**config.mk**
```make
export PLATFORM = sky130hd
export DESIGN_NAME = motor_mode_sequencer_soft_start
export DESIGN_NICKNAME = d
export VERILOG_FILES = /design/src/hdl/mss_pkg.sv /design/src/hdl/mss_step.sv /design/src/hdl/motor_mode_sequencer_soft_start.sv
export SDC_FILE = /design/constraint.sdc
export NUM_CORES = 1
export LEC_CHECK = 0
export BUFFER_PORTS_ARGS = -buffer_cell sky130_fd_sc_hd__buf_2
export CORE_ASPECT_RATIO = 0.8
export CORE_UTILIZATION = 40
export CTS_CLUSTER_DIAMETER = 80
export DETAILED_ROUTE_END_ITERATION = 10
export PLACE_DENSITY_LB_ADDON = 0.25
export SKIP_CTS_REPAIR_TIMING = 1
export SLEW_MARGIN = 40
export SYNTH_ARGS = -nofsm -noshare
export SYNTH_HDL_FRONTEND = slang
export SYNTH_SLANG_ARGS = --single-unit
```
**constraint.sdc**
```tcl
create_clock -name clock -period 4.35 [get_ports clock]
set_clock_uncertainty 0.15 [all_clocks]
set_input_delay 0.2175 -clock clock [delete_from_list [all_inputs] [get_ports clock]]
set_output_delay 0.2175 -clock clock [all_outputs]
set_load 0.01 [all_outputs]
```
**src/hdl/mss_pkg.sv**
```systemverilog
// Shared types, codes and reset values for the motor mode sequencer.
`timescale 1ns / 1ps
`default_nettype none

package mss_pkg;

   // Field widths
   localparam int unsigned FUNC_W  = 2;
   localparam int unsigned MODE_W  = 3;
   localparam int unsigned LEVEL_W = 8;
   localparam int unsigned DELAY_W = 16;
   localparam int unsigned DUR_W   = 24;
   localparam int unsigned RAMP_W  = 16;
   localparam int unsigned CSR_W   = 24;
   localparam int unsigned INDEX_W = 3;

   // Function codes of an input item
   localparam logic [FUNC_W-1:0] FUNC_TICK     = 2'd0;
   localparam logic [FUNC_W-1:0] FUNC_SET_MODE = 2'd1;
   localparam logic [FUNC_W-1:0] FUNC_STOP     = 2'd2;

   // Mode codes
   localparam logic [MODE_W-1:0] MODE_STOP      = 3'd0;
   localparam logic [MODE_W-1:0] MODE_FWD_AUTO  = 3'd1;
   localparam logic [MODE_W-1:0] MODE_FWD_HOLD  = 3'd2;
   localparam logic [MODE_W-1:0] MODE_FWD_STEP  = 3'd3;
   localparam logic [MODE_W-1:0] MODE_REV_AUTO  = 3'd4;
   localparam logic [MODE_W-1:0] MODE_REV_HOLD  = 3'd5;
   localparam logic [MODE_W-1:0] MODE_REV_STEP  = 3'd6;

   // Register indexes
   localparam logic [INDEX_W-1:0] CSR_START_DELAY   = 3'd0;
   localparam logic [INDEX_W-1:0] CSR_STEP_RUN_MS   = 3'd1;
   localparam logic [INDEX_W-1:0] CSR_AUTO_RUN_MS   = 3'd2;
   localparam logic [INDEX_W-1:0] CSR_HOLD_DURATION = 3'd3;
   localparam logic [INDEX_W-1:0] CSR_PWM_TARGET    = 3'd4;
   localparam logic [INDEX_W-1:0] CSR_RAMP_INC      = 3'd5;
   localparam logic [INDEX_W-1:0] CSR_PWM_INTERVAL  = 3'd6;
   localparam logic [INDEX_W-1:0] CSR_REVERSED      = 3'd7;

   // Register reset values
   localparam logic [DELAY_W-1:0] RST_START_DELAY   = 16'd0;
   localparam logic [DUR_W-1:0]   RST_STEP_RUN_MS   = 24'd500;
   localparam logic [DUR_W-1:0]   RST_AUTO_RUN_MS   = 24'd10000;
   localparam logic [DUR_W-1:0]   RST_HOLD_DURATION = 24'd30000;
   localparam logic [LEVEL_W-1:0] RST_PWM_TARGET    = 8'd255;
   localparam logic [LEVEL_W-1:0] RST_RAMP_INC      = 8'd5;
   localparam logic [DELAY_W-1:0] RST_PWM_INTERVAL  = 16'd10;

   typedef struct packed {
      logic [DELAY_W-1:0] start_delay;
      logic [DUR_W-1:0]   step_run_ms;
      logic [DUR_W-1:0]   auto_run_ms;
      logic [DUR_W-1:0]   hold_duration;
      logic [LEVEL_W-1:0] pwm_target;
      logic [LEVEL_W-1:0] ramp_inc;
      logic [DELAY_W-1:0] pwm_interval;
      logic               reversed;
   } cfg_type;

   typedef struct packed {
      logic [LEVEL_W-1:0] forward_drive;
      logic [LEVEL_W-1:0] backward_drive;
      logic [MODE_W-1:0]  current_mode;
      logic               mode_changed;
   } rsp_type;

   function automatic logic is_fwd(input logic [MODE_W-1:0] m);
      return (m == MODE_FWD_AUTO) || (m == MODE_FWD_HOLD) || (m == MODE_FWD_STEP);
   endfunction

   function automatic logic is_rev(input logic [MODE_W-1:0] m);
      return (m == MODE_REV_AUTO) || (m == MODE_REV_HOLD) || (m == MODE_REV_STEP);
   endfunction

endpackage

`default_nettype wire

```
**src/hdl/mss_step.sv**
```systemverilog
// Next-state and result logic for one item of the motor mode sequencer.
`timescale 1ns / 1ps
`default_nettype none

module mss_step #(
   parameter int unsigned TIME_BITS = 24
) (
   input  wire logic [mss_pkg::FUNC_W-1:0]  func,
   input  wire logic [mss_pkg::MODE_W-1:0]  new_mode,
   input  wire mss_pkg::cfg_type            cfg,
   input  wire logic [mss_pkg::MODE_W-1:0]  mode,
   input  wire logic [TIME_BITS-1:0]        elapsed,
   input  wire logic [mss_pkg::RAMP_W-1:0]  ramp_timer,
   input  wire logic [mss_pkg::LEVEL_W-1:0] pwm_level,
   input  wire logic [mss_pkg::LEVEL_W-1:0] fwd_level,
   input  wire logic [mss_pkg::LEVEL_W-1:0] bwd_level,
   output logic      [mss_pkg::MODE_W-1:0]  mode_in,
   output logic      [TIME_BITS-1:0]        elapsed_in,
   output logic      [mss_pkg::RAMP_W-1:0]  ramp_timer_in,
   output logic      [mss_pkg::LEVEL_W-1:0] pwm_level_in,
   output logic      [mss_pkg::LEVEL_W-1:0] fwd_level_in,
   output logic      [mss_pkg::LEVEL_W-1:0] bwd_level_in,
   output mss_pkg::rsp_type                 rsp
);

   localparam int unsigned CMP_W = (TIME_BITS > mss_pkg::DUR_W) ? TIME_BITS : mss_pkg::DUR_W;

   logic [TIME_BITS-1:0]          el_inc;
   logic [mss_pkg::RAMP_W-1:0]    rt_inc;
   logic                          moving;
   logic                          held_off;
   logic [mss_pkg::LEVEL_W:0]     ramp_sum;
   logic [mss_pkg::LEVEL_W-1:0]   ramp_sat;
   logic [mss_pkg::LEVEL_W-1:0]   ramp_level;
   logic [mss_pkg::RAMP_W-1:0]    ramp_time;
   logic                          fwd_leg;
   logic [mss_pkg::DUR_W-1:0]     duration;
   logic                          timed_out;
   logic                          reverses;
   logic                          changed;

   // Saturating advance of both timers
   assign el_inc = (elapsed == {TIME_BITS{1'b1}}) ? elapsed : elapsed + TIME_BITS'(1);
   assign rt_inc = (ramp_timer == {mss_pkg::RAMP_W{1'b1}}) ? ramp_timer
                                                           : ramp_timer + mss_pkg::RAMP_W'(1);

   assign moving   = mss_pkg::is_fwd(mode) || mss_pkg::is_rev(mode);
   assign held_off = !moving || (el_inc < TIME_BITS'(cfg.start_delay));

   // Ramp step: saturate at full scale, then clamp to the target
   assign ramp_sum = {1'b0, pwm_level} + {1'b0, cfg.ramp_inc};
   assign ramp_sat = ramp_sum[mss_pkg::LEVEL_W] ? {mss_pkg::LEVEL_W{1'b1}}
                                                : ramp_sum[mss_pkg::LEVEL_W-1:0];
   always_comb begin
      ramp_level = pwm_level;
      ramp_time  = rt_inc;
      if (rt_inc >= cfg.pwm_interval) begin
         ramp_time = '0;
         if (pwm_level < cfg.pwm_target) begin
            ramp_level = (ramp_sat > cfg.pwm_target) ? cfg.pwm_target : ramp_sat;
         end
      end
   end

   assign fwd_leg = mss_pkg::is_fwd(mode) ^ cfg.reversed;

   // Pick the run time for the current mode kind
   always_comb begin
      case (mode)
         mss_pkg::MODE_FWD_STEP, mss_pkg::MODE_REV_STEP: duration = cfg.step_run_ms;
         mss_pkg::MODE_FWD_AUTO, mss_pkg::MODE_REV_AUTO: duration = cfg.auto_run_ms;
         default:                                        duration = cfg.hold_duration;
      endcase
   end
   assign timed_out = CMP_W'(el_inc) > CMP_W'(duration);

   assign reverses = (mode == mss_pkg::MODE_STOP)
                  || (mss_pkg::is_fwd(new_mode) && mss_pkg::is_rev(mode))
                  || (mss_pkg::is_rev(new_mode) && mss_pkg::is_fwd(mode));

   // Apply one item to the held state
   always_comb begin
      mode_in       = mode;
      elapsed_in    = elapsed;
      ramp_timer_in = ramp_timer;
      pwm_level_in  = pwm_level;
      fwd_level_in  = fwd_level;
      bwd_level_in  = bwd_level;
      changed       = 1'b0;
      case (func)
         mss_pkg::FUNC_TICK: begin
            elapsed_in = el_inc;
            if (held_off) begin
               fwd_level_in  = '0;
               bwd_level_in  = '0;
               pwm_level_in  = '0;
               ramp_timer_in = '0;
            end else begin
               pwm_level_in  = ramp_level;
               ramp_timer_in = ramp_time;
               fwd_level_in  = fwd_leg ? ramp_level : '0;
               bwd_level_in  = fwd_leg ? '0 : ramp_level;
               if (timed_out) begin
                  mode_in    = mss_pkg::MODE_STOP;
                  elapsed_in = '0;
                  changed    = 1'b1;
               end
            end
         end
         mss_pkg::FUNC_SET_MODE: begin
            if ((new_mode <= mss_pkg::MODE_REV_STEP) && (new_mode != mode)) begin
               mode_in    = new_mode;
               elapsed_in = '0;
               changed    = 1'b1;
               if (reverses) begin
                  pwm_level_in  = '0;
                  ramp_timer_in = '0;
               end
            end
         end
         mss_pkg::FUNC_STOP: begin
            changed    = (mode != mss_pkg::MODE_STOP);
            mode_in    = mss_pkg::MODE_STOP;
            elapsed_in = '0;
         end
         default: begin
            changed = 1'b0;
         end
      endcase
   end

   assign rsp.forward_drive  = fwd_level_in;
   assign rsp.backward_drive = bwd_level_in;
   assign rsp.current_mode   = mode_in;
   assign rsp.mode_changed   = changed;

endmodule

`default_nettype wire

```
**src/hdl/motor_mode_sequencer_soft_start.sv**
```systemverilog
// Top level of the H-bridge motor mode sequencer with soft-start ramp.
//
// Usage:
//   Request channel (req_valid / req_stall) carries one item per transfer:
//   a one-millisecond tick, a mode command or a reset to stop.
//   Response channel (rsp_valid / rsp_stall) returns exactly one result per
//   request: both bridge leg levels, the mode now in force and a mode-change
//   flag for a beeper.
//   Results are registered in the output or, if it is full, the skid register.
//   Throughput is one item per cycle while req_stall is low; the state update
//   is a single pass of compare and add logic between the state registers.
//   An output register plus a one-entry skid register sit on the response
//   side, so req_stall comes straight from a flop and rises only when both
//   hold a result that the receiver has not yet taken.
//   The csr_ port writes the configuration registers; write only while idle.
//   Reset (synchronous) stops the motor, clears timers and ramp, loads the
//   register defaults and empties the response side.
`timescale 1ns / 1ps
`default_nettype none

module motor_mode_sequencer_soft_start #(
   parameter int unsigned TIME_BITS = 24
) (
   input  wire logic                          clock,
   input  wire logic                          reset,
   input  wire logic                          req_valid,
   output logic                               req_stall,
   input  wire logic [mss_pkg::FUNC_W-1:0]    req_func,
   input  wire logic [mss_pkg::MODE_W-1:0]    req_new_mode,
   output logic                               rsp_valid,
   input  wire logic                          rsp_stall,
   output logic      [mss_pkg::LEVEL_W-1:0]   rsp_forward_drive,
   output logic      [mss_pkg::LEVEL_W-1:0]   rsp_backward_drive,
   output logic      [mss_pkg::MODE_W-1:0]    rsp_current_mode,
   output logic                               rsp_mode_changed,
   input  wire logic                          csr_write_en,
   input  wire logic [mss_pkg::INDEX_W-1:0]   csr_index,
   input  wire logic [mss_pkg::CSR_W-1:0]     csr_data
);

   mss_pkg::cfg_type                cfg_ff;
   logic [mss_pkg::MODE_W-1:0]      mode_ff, mode_in;
   logic [TIME_BITS-1:0]            elapsed_ff, elapsed_in;
   logic [mss_pkg::RAMP_W-1:0]      ramp_timer_ff, ramp_timer_in;
   logic [mss_pkg::LEVEL_W-1:0]     pwm_level_ff, pwm_level_in;
   logic [mss_pkg::LEVEL_W-1:0]     fwd_level_ff, fwd_level_in;
   logic [mss_pkg::LEVEL_W-1:0]     bwd_level_ff, bwd_level_in;
   mss_pkg::rsp_type                step_rsp;
   mss_pkg::rsp_type                out_ff;
   mss_pkg::rsp_type                skid_ff;
   logic                            out_valid_ff;
   logic                            skid_valid_ff;
   logic                            req_take;
   logic                            rsp_take;

   assign req_stall = skid_valid_ff;
   assign req_take  = req_valid && !skid_valid_ff;
   assign rsp_take  = out_valid_ff && !rsp_stall;

   // Configuration registers
   always_ff @(posedge clock) begin
      if (reset) begin
         cfg_ff.start_delay   <= mss_pkg::RST_START_DELAY;
         cfg_ff.step_run_ms   <= mss_pkg::RST_STEP_RUN_MS;
         cfg_ff.auto_run_ms   <= mss_pkg::RST_AUTO_RUN_MS;
         cfg_ff.hold_duration <= mss_pkg::RST_HOLD_DURATION;
         cfg_ff.pwm_target    <= mss_pkg::RST_PWM_TARGET;
         cfg_ff.ramp_inc      <= mss_pkg::RST_RAMP_INC;
         cfg_ff.pwm_interval  <= mss_pkg::RST_PWM_INTERVAL;
         cfg_ff.reversed      <= 1'b0;
      end else if (csr_write_en) begin
         case (csr_index)
            mss_pkg::CSR_START_DELAY:   cfg_ff.start_delay   <= csr_data[mss_pkg::DELAY_W-1:0];
            mss_pkg::CSR_STEP_RUN_MS:   cfg_ff.step_run_ms   <= csr_data[mss_pkg::DUR_W-1:0];
            mss_pkg::CSR_AUTO_RUN_MS:   cfg_ff.auto_run_ms   <= csr_data[mss_pkg::DUR_W-1:0];
            mss_pkg::CSR_HOLD_DURATION: cfg_ff.hold_duration <= csr_data[mss_pkg::DUR_W-1:0];
            mss_pkg::CSR_PWM_TARGET:    cfg_ff.pwm_target    <= csr_data[mss_pkg::LEVEL_W-1:0];
            mss_pkg::CSR_RAMP_INC:      cfg_ff.ramp_inc      <= csr_data[mss_pkg::LEVEL_W-1:0];
            mss_pkg::CSR_PWM_INTERVAL:  cfg_ff.pwm_interval  <= csr_data[mss_pkg::DELAY_W-1:0];
            mss_pkg::CSR_REVERSED:      cfg_ff.reversed      <= csr_data[0];
            default:                    cfg_ff               <= cfg_ff;
         endcase
      end
   end

   mss_step #(
      .TIME_BITS (TIME_BITS)
   ) u_step (
      .func          (req_func),
      .new_mode      (req_new_mode),
      .cfg           (cfg_ff),
      .mode          (mode_ff),
      .elapsed       (elapsed_ff),
      .ramp_timer    (ramp_timer_ff),
      .pwm_level     (pwm_level_ff),
      .fwd_level     (fwd_level_ff),
      .bwd_level     (bwd_level_ff),
      .mode_in       (mode_in),
      .elapsed_in    (elapsed_in),
      .ramp_timer_in (ramp_timer_in),
      .pwm_level_in  (pwm_level_in),
      .fwd_level_in  (fwd_level_in),
      .bwd_level_in  (bwd_level_in),
      .rsp           (step_rsp)
   );

   // Sequencer state: advance on every request transfer
   always_ff @(posedge clock) begin
      if (reset) begin
         mode_ff       <= mss_pkg::MODE_STOP;
         elapsed_ff    <= '0;
         ramp_timer_ff <= '0;
         pwm_level_ff  <= '0;
         fwd_level_ff  <= '0;
         bwd_level_ff  <= '0;
      end else if (req_take) begin
         mode_ff       <= mode_in;
         elapsed_ff    <= elapsed_in;
         ramp_timer_ff <= ramp_timer_in;
         pwm_level_ff  <= pwm_level_in;
         fwd_level_ff  <= fwd_level_in;
         bwd_level_ff  <= bwd_level_in;
      end
   end

   // Response register with one-entry skid
   always_ff @(posedge clock) begin
      if (reset) begin
         out_valid_ff  <= 1'b0;
         skid_valid_ff <= 1'b0;
      end else if (skid_valid_ff) begin
         if (rsp_take) begin
            out_ff        <= skid_ff;
            skid_valid_ff <= 1'b0;
         end
      end else if (req_take) begin
         if (!out_valid_ff || rsp_take) begin
            out_ff       <= step_rsp;
            out_valid_ff <= 1'b1;
         end else begin
            skid_ff       <= step_rsp;
            skid_valid_ff <= 1'b1;
         end
      end else if (rsp_take) begin
         out_valid_ff <= 1'b0;
      end
   end

   assign rsp_valid          = out_valid_ff;
   assign rsp_forward_drive  = out_ff.forward_drive;
   assign rsp_backward_drive = out_ff.backward_drive;
   assign rsp_current_mode   = out_ff.current_mode;
   assign rsp_mode_changed   = out_ff.mode_changed;

`ifndef SYNTH
   a_skid_needs_out: assert property (@(posedge clock) disable iff (reset)
      skid_valid_ff |-> out_valid_ff)
      else $error("skid entry held without a result in the output register");

   a_one_leg_driven: assert property (@(posedge clock) disable iff (reset)
      out_valid_ff |-> (out_ff.forward_drive == '0 || out_ff.backward_drive == '0))
      else $error("both bridge legs driven at once");

   a_skid_drains: assert property (@(posedge clock) disable iff (reset)
      (skid_valid_ff && !rsp_stall) |=> (out_valid_ff && !skid_valid_ff))
      else $error("skid entry not moved into the output register");

   a_stop_cmd: assert property (@(posedge clock) disable iff (reset)
      (req_take && req_func == mss_pkg::FUNC_STOP) |=> (mode_ff == mss_pkg::MODE_STOP))
      else $error("reset-to-stop command left the motor in motion");
`endif

endmodule

`default_nettype wire
```
== Word-level counts from Yosys, hierarchy flattened ==
Index checks and enable logic that the tools add are counted.

* Register bits after elaboration: 230
* Input port bits: 37
* Output and inout port bits: 22
* Logic and storage cells: 156

* Add/sub/neg operators: 3
* $lt $le $gt $ge: 6
* Equal/unequal tests: 28
* Muxes and demuxes: 45
* Bitwise operators: 4
* Reduce and logical (&&, ||, !) cells: 46

{| class="wikitable"
|+ Operators with widths
! cell !! number
|-
| two-way mux 8 bit || 13
|-
| two-way mux 24 bit || 4
|-
| two-way mux 16 bit || 5
|-
| two-way mux 20 bit || 4
|-
| case mux 24 bit (3 select lines) || 1
|-
| case mux 24 bit (2 select lines) || 1
|-
| case mux 16 bit (2 select lines) || 1
|-
| equality test 3 bit, second input constant || 10
|-
| adder 24 x 1 -> 24 bit, second input constant || 1
|-
| equality test 24 bit, second input constant || 1
|-
| greater-than comparator 24 bit || 1
|-
| < comparator 24 x 16 -> 1 bit || 1
|-
| equality test 3 x 2 -> 1 bit, second input constant || 6
|-
| adder 16 x 1 -> 16 bit, second input constant || 1
|-
| equality test 16 bit, second input constant || 1
|-
| >= comparator 16 bit || 1
|-
| case mux 8 bit (2 select lines) || 1
|-
| AND reduction 2 bit || 8
|-
| logical OR 1 bit || 13
|-
| AND reduction 4 bit || 3
|-
| two-way mux 1 bit || 10
|-
| adder 8 x 8 -> 9 bit || 1
|-
| equality test 3 x 1 -> 1 bit, second input constant || 3
|-
| two-way mux 3 bit || 3
|-
| 19 further kinds || 38
|}

== Longest topological paths before layout ==
* Depth in word-level cells: 12
* Depth in mapped cells: 20

== Modules after synthesis ==
A second synthesis with hierarchy kept.

* Cell total of the unflattened synthesis: 1630
* Area, all modules: 13215.2 um2

{| class="wikitable"
|+ By module, submodules not included
! module !! times used !! cells an instance !! area an instance (um2)
|-
| motor_mode_sequencer_soft_start || 1 || 883 || 8160.3
|-
| mss_step || 1 || 747 || 5054.8
|}

== Worst setup path before layout ==
Ideal clock, no wire load.

* Kind: reg2reg
* From: register ramp_timer_ff[5] in the netlist's numbering
* To: register out_ff, in the netlist rsp_forward_drive[2] (data pin)
* Library setup time: 260 ps
* Data arrival time: 4365 ps
* Data required time: 3940 ps
* Slack: -425 ps
* Stages on the path, launching flop included: 18
* Buffers on the path: 2
* Clock period less this slack: 4775 ps
* Cells stage by stage: dfxtp_1 -> clkbuf_1 -> nand4_1 -> nor4_1 -> nand4_1 -> or2_2 -> clkbuf_1 -> nand4_1 -> nor2_1 -> or2_2 -> ha_1 -> nand4_1 -> nor4_1 -> o31ai_1 -> a211oi_2 -> mux2i_1 -> o22ai_1 -> mux2_2

* Cells in the longest elaborated chain, start to end: 10

{| class="wikitable"
|+ RTL lines
! item !! line !! text
|-
| from (decl) || motor_mode_sequencer_soft_start.sv:44 || <nowiki>logic [mss_pkg::RAMP_W-1:0] ramp_timer_ff, ramp_timer_in;</nowiki>
|-
| from (signal assigned) || motor_mode_sequencer_soft_start.sv:119 || <nowiki>ramp_timer_ff <= ramp_timer_in;</nowiki>
|-
| adder 16 x 1 -> 16 bit / equality test 16 bit (equally long branches) || mss_step.sv:45, mss_step.sv:44 ||
|-
| two-way mux 16 bit (*) || mss_step.sv:44 || <nowiki>assign rt_inc = (ramp_timer == {mss_pkg::RAMP_W{1'b1}}) ? ramp_timer</nowiki>
|-
| >= comparator 16 bit (*) || mss_step.sv:57 || <nowiki>if (rt_inc >= cfg.pwm_interval) begin</nowiki>
|-
| two-way mux 8 bit (*) || mss_step.sv:57 ||
|-
| two-way mux 8 bit (*) || mss_step.sv:101 || <nowiki>fwd_level_in = fwd_leg ? ramp_level : '0;</nowiki>
|-
| two-way mux 8 bit (*) || mss_step.sv:93 || <nowiki>if (held_off) begin</nowiki>
|-
| two-way mux 8 bit (*) || mss_step.sv:90 || <nowiki>case (func)</nowiki>
|-
| via fwd_level_in, one bit || motor_mode_sequencer_soft_start.sv:46 || <nowiki>logic [mss_pkg::LEVEL_W-1:0] fwd_level_ff, fwd_level_in;</nowiki>
|-
| two-way mux 20 bit (*) || motor_mode_sequencer_soft_start.sv:137 || <nowiki>if (!out_valid_ff || rsp_take) begin</nowiki>
|-
| two-way mux 20 bit (*) || motor_mode_sequencer_soft_start.sv:136 || <nowiki>end else if (req_take) begin</nowiki>
|-
| two-way mux 20 bit (*) || motor_mode_sequencer_soft_start.sv:131 || <nowiki>end else if (skid_valid_ff) begin</nowiki>
|-
| to (signal assigned) || motor_mode_sequencer_soft_start.sv:133 || <nowiki>out_ff <= skid_ff;</nowiki>
|-
| to (signal assigned) || motor_mode_sequencer_soft_start.sv:138 || <nowiki>out_ff <= step_rsp;</nowiki>
|-
| to (decl) || motor_mode_sequencer_soft_start.sv:49 || <nowiki>mss_pkg::rsp_type out_ff;</nowiki>
|}

The timed path passes the listed nets; every way through them passes the cells marked *. The select of a mux whose other input is x is not followed.
A chain may end at the register's enable or synchronous reset.

== Worst setup path after layout ==
* From: register elapsed_ff[11]
* To: register out_ff, in the netlist rsp_forward_drive[2] (data pin)

* Cells in the longest elaborated chain, start to end: 9

{| class="wikitable"
|+ RTL lines
! item !! line !! text
|-
| from (decl) || motor_mode_sequencer_soft_start.sv:43 || <nowiki>logic [TIME_BITS-1:0] elapsed_ff, elapsed_in;</nowiki>
|-
| from (signal assigned) || motor_mode_sequencer_soft_start.sv:118 || <nowiki>elapsed_ff <= elapsed_in;</nowiki>
|-
| adder 24 x 1 -> 24 bit / equality test 24 bit (equally long branches) || mss_step.sv:43 || <nowiki>assign el_inc = (elapsed == {TIME_BITS{1'b1}}) ? elapsed : elapsed + TIME_BITS'(1);</nowiki>
|-
| two-way mux 24 bit (*) || mss_step.sv:43 ||
|-
| < comparator 24 x 16 -> 1 bit (*) || mss_step.sv:48 || <nowiki>assign held_off = !moving || (el_inc < TIME_BITS'(cfg.start_delay));</nowiki>
|-
| logical OR 1 bit (*) || mss_step.sv:48 ||
|-
| two-way mux 8 bit (*) || mss_step.sv:93 ||
|-
| two-way mux 8 bit (*) || mss_step.sv:90 ||
|-
| via fwd_level_in, one bit || motor_mode_sequencer_soft_start.sv:46 ||
|-
| two-way mux 20 bit (*) || motor_mode_sequencer_soft_start.sv:137 ||
|-
| two-way mux 20 bit (*) || motor_mode_sequencer_soft_start.sv:136 ||
|-
| two-way mux 20 bit (*) || motor_mode_sequencer_soft_start.sv:131 ||
|}

Marks and branches as above.

==> summary.md <==
The synthesized-area fraction occupied by ao, oa, aoi and oai cells is 0.169, and the maximum net fanout on the critical path is 5. The xor and xnor fraction of the mapped netlist area came out at 0.0296. The slowest cell on the critical path is sky130_fd_sc_hd__or4b_4. Each instance of the synthesized netlist takes up on average 8.49 µm². The number of input and output port buffers inserted is 58, and the design internal power is 3.69 mW. The adder-cell share of the synthesized area works out to 0.0850.

The path class of the tightest hold or removal check is in -> reg. Once detailed placement completed, the half-perimeter wirelength came to 24.7 mm. Once detail routing completed, the nets flagged for antenna violations numbered 0. The final critical path time including I/O delays and setup was 4.48 ns; the portion of total power attributed to sequential cells was 0.458. The logs give 0.882 for the routability congestion estimate from global placement and 0.408 for the starting density of the core. The die outline width was 199 µm. At the worst endpoint, the required time is 4.50 ns. The arrival time of the worst setup path is 4.63 ns. The total vias in the final route is 11.1k, and the H-tree level count is 1.

When the netlist entered floorplanning its net count stood at 1583. The clock network power share came out at 0.450. The number of global-route vias before repair came out at 10.2k. The average wire per standard cell works out to 16.5 µm.

After synthesis, the most frequently instantiated cells are 285 x sky130_fd_sc_hd__nand2_1, 190 x sky130_fd_sc_hd__dfxtp_1, 143 x sky130_fd_sc_hd__a21oi_1. Setup repair after global routing could not meet its margin everywhere. The cell family with the largest share of critical-path delay is simple AND/OR/NAND/NOR gates. The run gives 0 as the number of pins with negative max-slew slack in the final report. Measured in cells, the most critical reg-to-reg path has a length of 18.

The power per cell area works out to 298 nW/µm². The endpoint identified for the worst register-to-register timing path is rsp_forward_drive[2]. The run gives 0.305 as the met1 routing resource usage after global routing.

The logs give -0.126 ns for the setup slack after layout and 2 for the final hold violation count. The simple logic cell fraction of the synthesized area was 0.205; the number of violations reported at the end of detailed-routing iteration 0 was 591. After routing the design area is 16300 µm². For the overall die area, the log shows 31800 µm². The worst setup path is launched from a flop. The terminating pin of the worst hold path is mode_ff[0]. The die boundary height was 160 µm. The critical path goes through and4_1 > and4_4 > buf_4 > nand2_2 > buf_6 > and2_4 > nand3_4 > xnor2_2 > ha_1 > o21ai_1 > nor2_1 > o41ai_2 > nand3_2 > or4b_4 > o31a_4 > nand3b_4 > o22ai_2 > mux2_4. The tools report the wire length of the first global-routing pass as 53.8 mm. The worst-case register-to-register setup slack is -0.13 ns, and the largest incremental delay on the critical path is 0.55 ns. For this design the static power due to leakage is 6.67 nW. The async set-reset flop share out of synthesis is 0, and the switching portion of total power is 0.243. Clock-pin slew was measured on the worst setup and hold paths at 0.06 ns. The number of enable-type register cells in the synthesized netlist is 40, and the post-synthesis register bit count is 230.

Setup violations remaining at the end of the flow were counted as 22. Met3 usage in global routing: 0.0361. The checks that failed: hold timing, setup timing.

Entering global routing, the biggest net connects 111 pins. For this run, the detailed router's first-pass iteration total came to 6. By area the synthesized netlist is led by sky130_fd_sc_hd__dfxtp_1 31%, sky130_fd_sc_hd__edfxtp_1 9.7%, sky130_fd_sc_hd__nand2_1 8.6%. met2 is the most crowded layer. After detailed routing, the number of vias per cell comes to 5.24. The overall routing resource usage came out at 0.212.

The top-level I/O count came out at 59. The startpoint of the worst setup timing path was elapsed_ff[11]. Yosys printed 0 warnings.

The register cell area after layout was 5010 µm²; the worst-margin pin slew was 0.829 ns. The part of the cycle the worst path needs is 1.03, and the number of buffers inserted during clock tree synthesis is 25. The worst register-to-register path begins at elapsed_ff[11].

The multiplexer area fraction after synthesis is 0.0610. For the final-layout worst hold slack, the log shows -0.0268 ns. For this run the aggregate overflow at the end of global routing stands at 0.

The fraction of post-synthesis cell area in the top cell type by area is 0.306, and the number of DRC violations after detailed routing is 0. Along the worst hold path, the cell count comes to 5. The startpoint identified for the worst hold timing path is req_new_mode[0]. Counting both buffers and inverters, the worst setup path holds a total of 2. The logs give 7650 µm² for the total area of multi-input combinational cells and 1463 for the gate count of the mapped netlist. The met2 demand-to-capacity share in global routing was 0.328. The total detailed-routing wirelength was 35.0 mm.

The worst-case IR drop observed on VDD is 264 µV. The upper clock frequency limit was 223 MHz. Number of core rows: 57.

The tools report the combinational cell fraction of total power as 0.091. Among all flip-flop cells after synthesis, the most frequent one is sky130_fd_sc_hd__dfxtp_1. Across the run, the number of max-cap violations was 0. Power comes to 4.87 mW. The tools report the number of antenna violations at the first check in global routing as 0.

The repair_antennas step left the layout with diodes totalling 0. The worst relative slew slack is 0.444. The tools report the insertion delay of the later-clocked pin in the worst-skew pair as 0.55 ns. Summing all placed instances gives a cell area of 14300 µm². After synthesis the cells add up to 12400 µm². The fraction of layout cells with a size suffix above 1 works out to 0.267. The root buffer cell was sky130_fd_sc_hd__clkbuf_16.

Of all cell types, the one taking the most synthesized area is sky130_fd_sc_hd__dfxtp_1. The core region is 30500 µm². At the end of the flow, the number of nets in the layout was 1804.

The total number of clock tree sinks came out at 230. After synthesis, the largest family of logic cells by area is simple AND/OR/NAND/NOR gates. The kind of critical path is reg -> reg.

For the fill cell instance count of the final layout, the log shows 2826. No sink is reached through more buffers than the 3 on the longest clock path. The critical path endpoint category was a flop. The run finished, with violations left. The tools report the fraction of the yosys area taken by sequential cells as 0.403.

The most numerous cell in the Yosys netlist is sky130_fd_sc_hd__nand2_1. TritonCTS built the clock tree. Number of library cell types mapped by synthesis: 75. The run gives 1.18 mW as the total net switching power. Compared with the post-synthesis result, the final layout area differs by 31.6%.
-- cells in the final DEF, fill, tap and decap left out, types with 8 or more instances in the layout --
cell type / count
sky130_fd_sc_hd__o21ai_0: 25
sky130_fd_sc_hd__nand3b_1: 21
sky130_fd_sc_hd__mux2i_1: 34
sky130_fd_sc_hd__nor3_2: 8
sky130_fd_sc_hd__and3_1: 10
sky130_fd_sc_hd__ha_1: 77
sky130_fd_sc_hd__xnor2_1: 21
sky130_fd_sc_hd__buf_2: 57
sky130_fd_sc_hd__a21o_1: 23
sky130_fd_sc_hd__o21ai_1: 20
sky130_fd_sc_hd__nor2_1: 81
sky130_fd_sc_hd__a211o_1: 10
sky130_fd_sc_hd__o21ai_2: 11
sky130_fd_sc_hd__edfxtp_1: 40
sky130_fd_sc_hd__a21oi_1: 135
sky130_fd_sc_hd__dfxtp_1: 185
sky130_fd_sc_hd__o21a_1: 9
sky130_fd_sc_hd__clkbuf_16: 25
sky130_fd_sc_hd__o22ai_1: 12
sky130_fd_sc_hd__mux2_2: 26
sky130_fd_sc_hd__dlygate4sd3_1: 28
sky130_fd_sc_hd__nand3_1: 21
sky130_fd_sc_hd__nor2b_1: 12
sky130_fd_sc_hd__nand4_1: 23
sky130_fd_sc_hd__inv_1: 77
sky130_fd_sc_hd__buf_4: 167
sky130_fd_sc_hd__a22o_1: 18
sky130_fd_sc_hd__buf_6: 13
sky130_fd_sc_hd__nand2_1: 282
sky130_fd_sc_hd__xor2_1: 14
sky130_fd_sc_hd__nor3_1: 12
-- how the worst max path moves through the flow --
stage,end,depth (start not counted)
floorplan,rsp_forward_drive[2],17
global placement,ramp_timer_ff[9],19
detailed placement,elapsed_ff[8],18
CTS,elapsed_ff[10],18
global route,rsp_forward_drive[2],19
finish,rsp_forward_drive[2],18
-- stage by stage --
stage | setup TNS, ns | setup slack, ns | util | std cells | hold WS (ns)
after detailed placement | -25.32 | -0.465 | 0.469 | 2013 | 0.293
after floorplan | -0.0110 | -0.00276 | - | 1463 | 0.185
after CTS | -26.39 | -0.496 | 0.497 | 2059 | -0.219
final | -1.55 | -0.126 | 0.537 | 2116 | -0.0268
after global placement | -21.14 | -0.463 | 0.468 | 2013 | 0.284
after global routing | -12.10 | -0.306 | 0.537 | 2116 | 0.00971
-- worst min-delay path, stage by stage --
cell and delay (ns):
sky130_fd_sc_hd__buf_2 0.13, sky130_fd_sc_hd__inv_1 0.07, sky130_fd_sc_hd__nor3_1 0.08, sky130_fd_sc_hd__nand2_1 0.06
sky130_fd_sc_hd__a21oi_1 0.06
-- state kept, by name, indices dropped and copies added (netlist names), 3 cells and up --
name	cells
bwd_level_ff	8
rsp_backward_drive	8
skid_ff	20
mode_ff	3
rsp_current_mode	3
fwd_level_ff	8
cfg_ff	121
rsp_forward_drive	8
pwm_level_ff	8
elapsed_ff	24
ramp_timer_ff	16
-- cell families after synthesis --
logic type | count (synthesis)
DFF | 230
and+or+nand+nor | 547
adders and majority gates | 84
AOI/OAI and AO/OA | 334
buffers and inverters | 154
xor gates and xnor gates | 42
muxes | 72
-- metal layers --
layer,vias to the layer above,share of wire
li1,5580,-
met1,5234,0.48
met2,213,0.45
met3,53,0.045
met5,-,0
met4,0,0.024
-- cell type report --
type / count / share of cell area
well taps: 413 / 0.0316
clock inverters: 15 / 0.00957
inverters: 77 / 0.0177
repair buffers: 268 / 0.124
flip-flops and latches: 230 / 0.307
multi-input cells: 1082 / 0.468
clock buffers: 31 / 0.0421
-- power by group through the flow --
| stage | Combinational, mW | Clock, mW | Sequential (mW) |
|---|---|---|---|
| floorplan | 0.224 | 0 | 2.28 |
| CTS | 0.376 | 2.24 | 2.23 |
| global route | 0.483 | 2.33 | 2.24 |
| detailed placement | 0.374 | 0 | 2.28 |
| finish | 0.445 | 2.19 | 2.23 |
| global placement | 0.370 | 0 | 2.28 |
No activity file was read; power rests on OpenSTA's default activity.
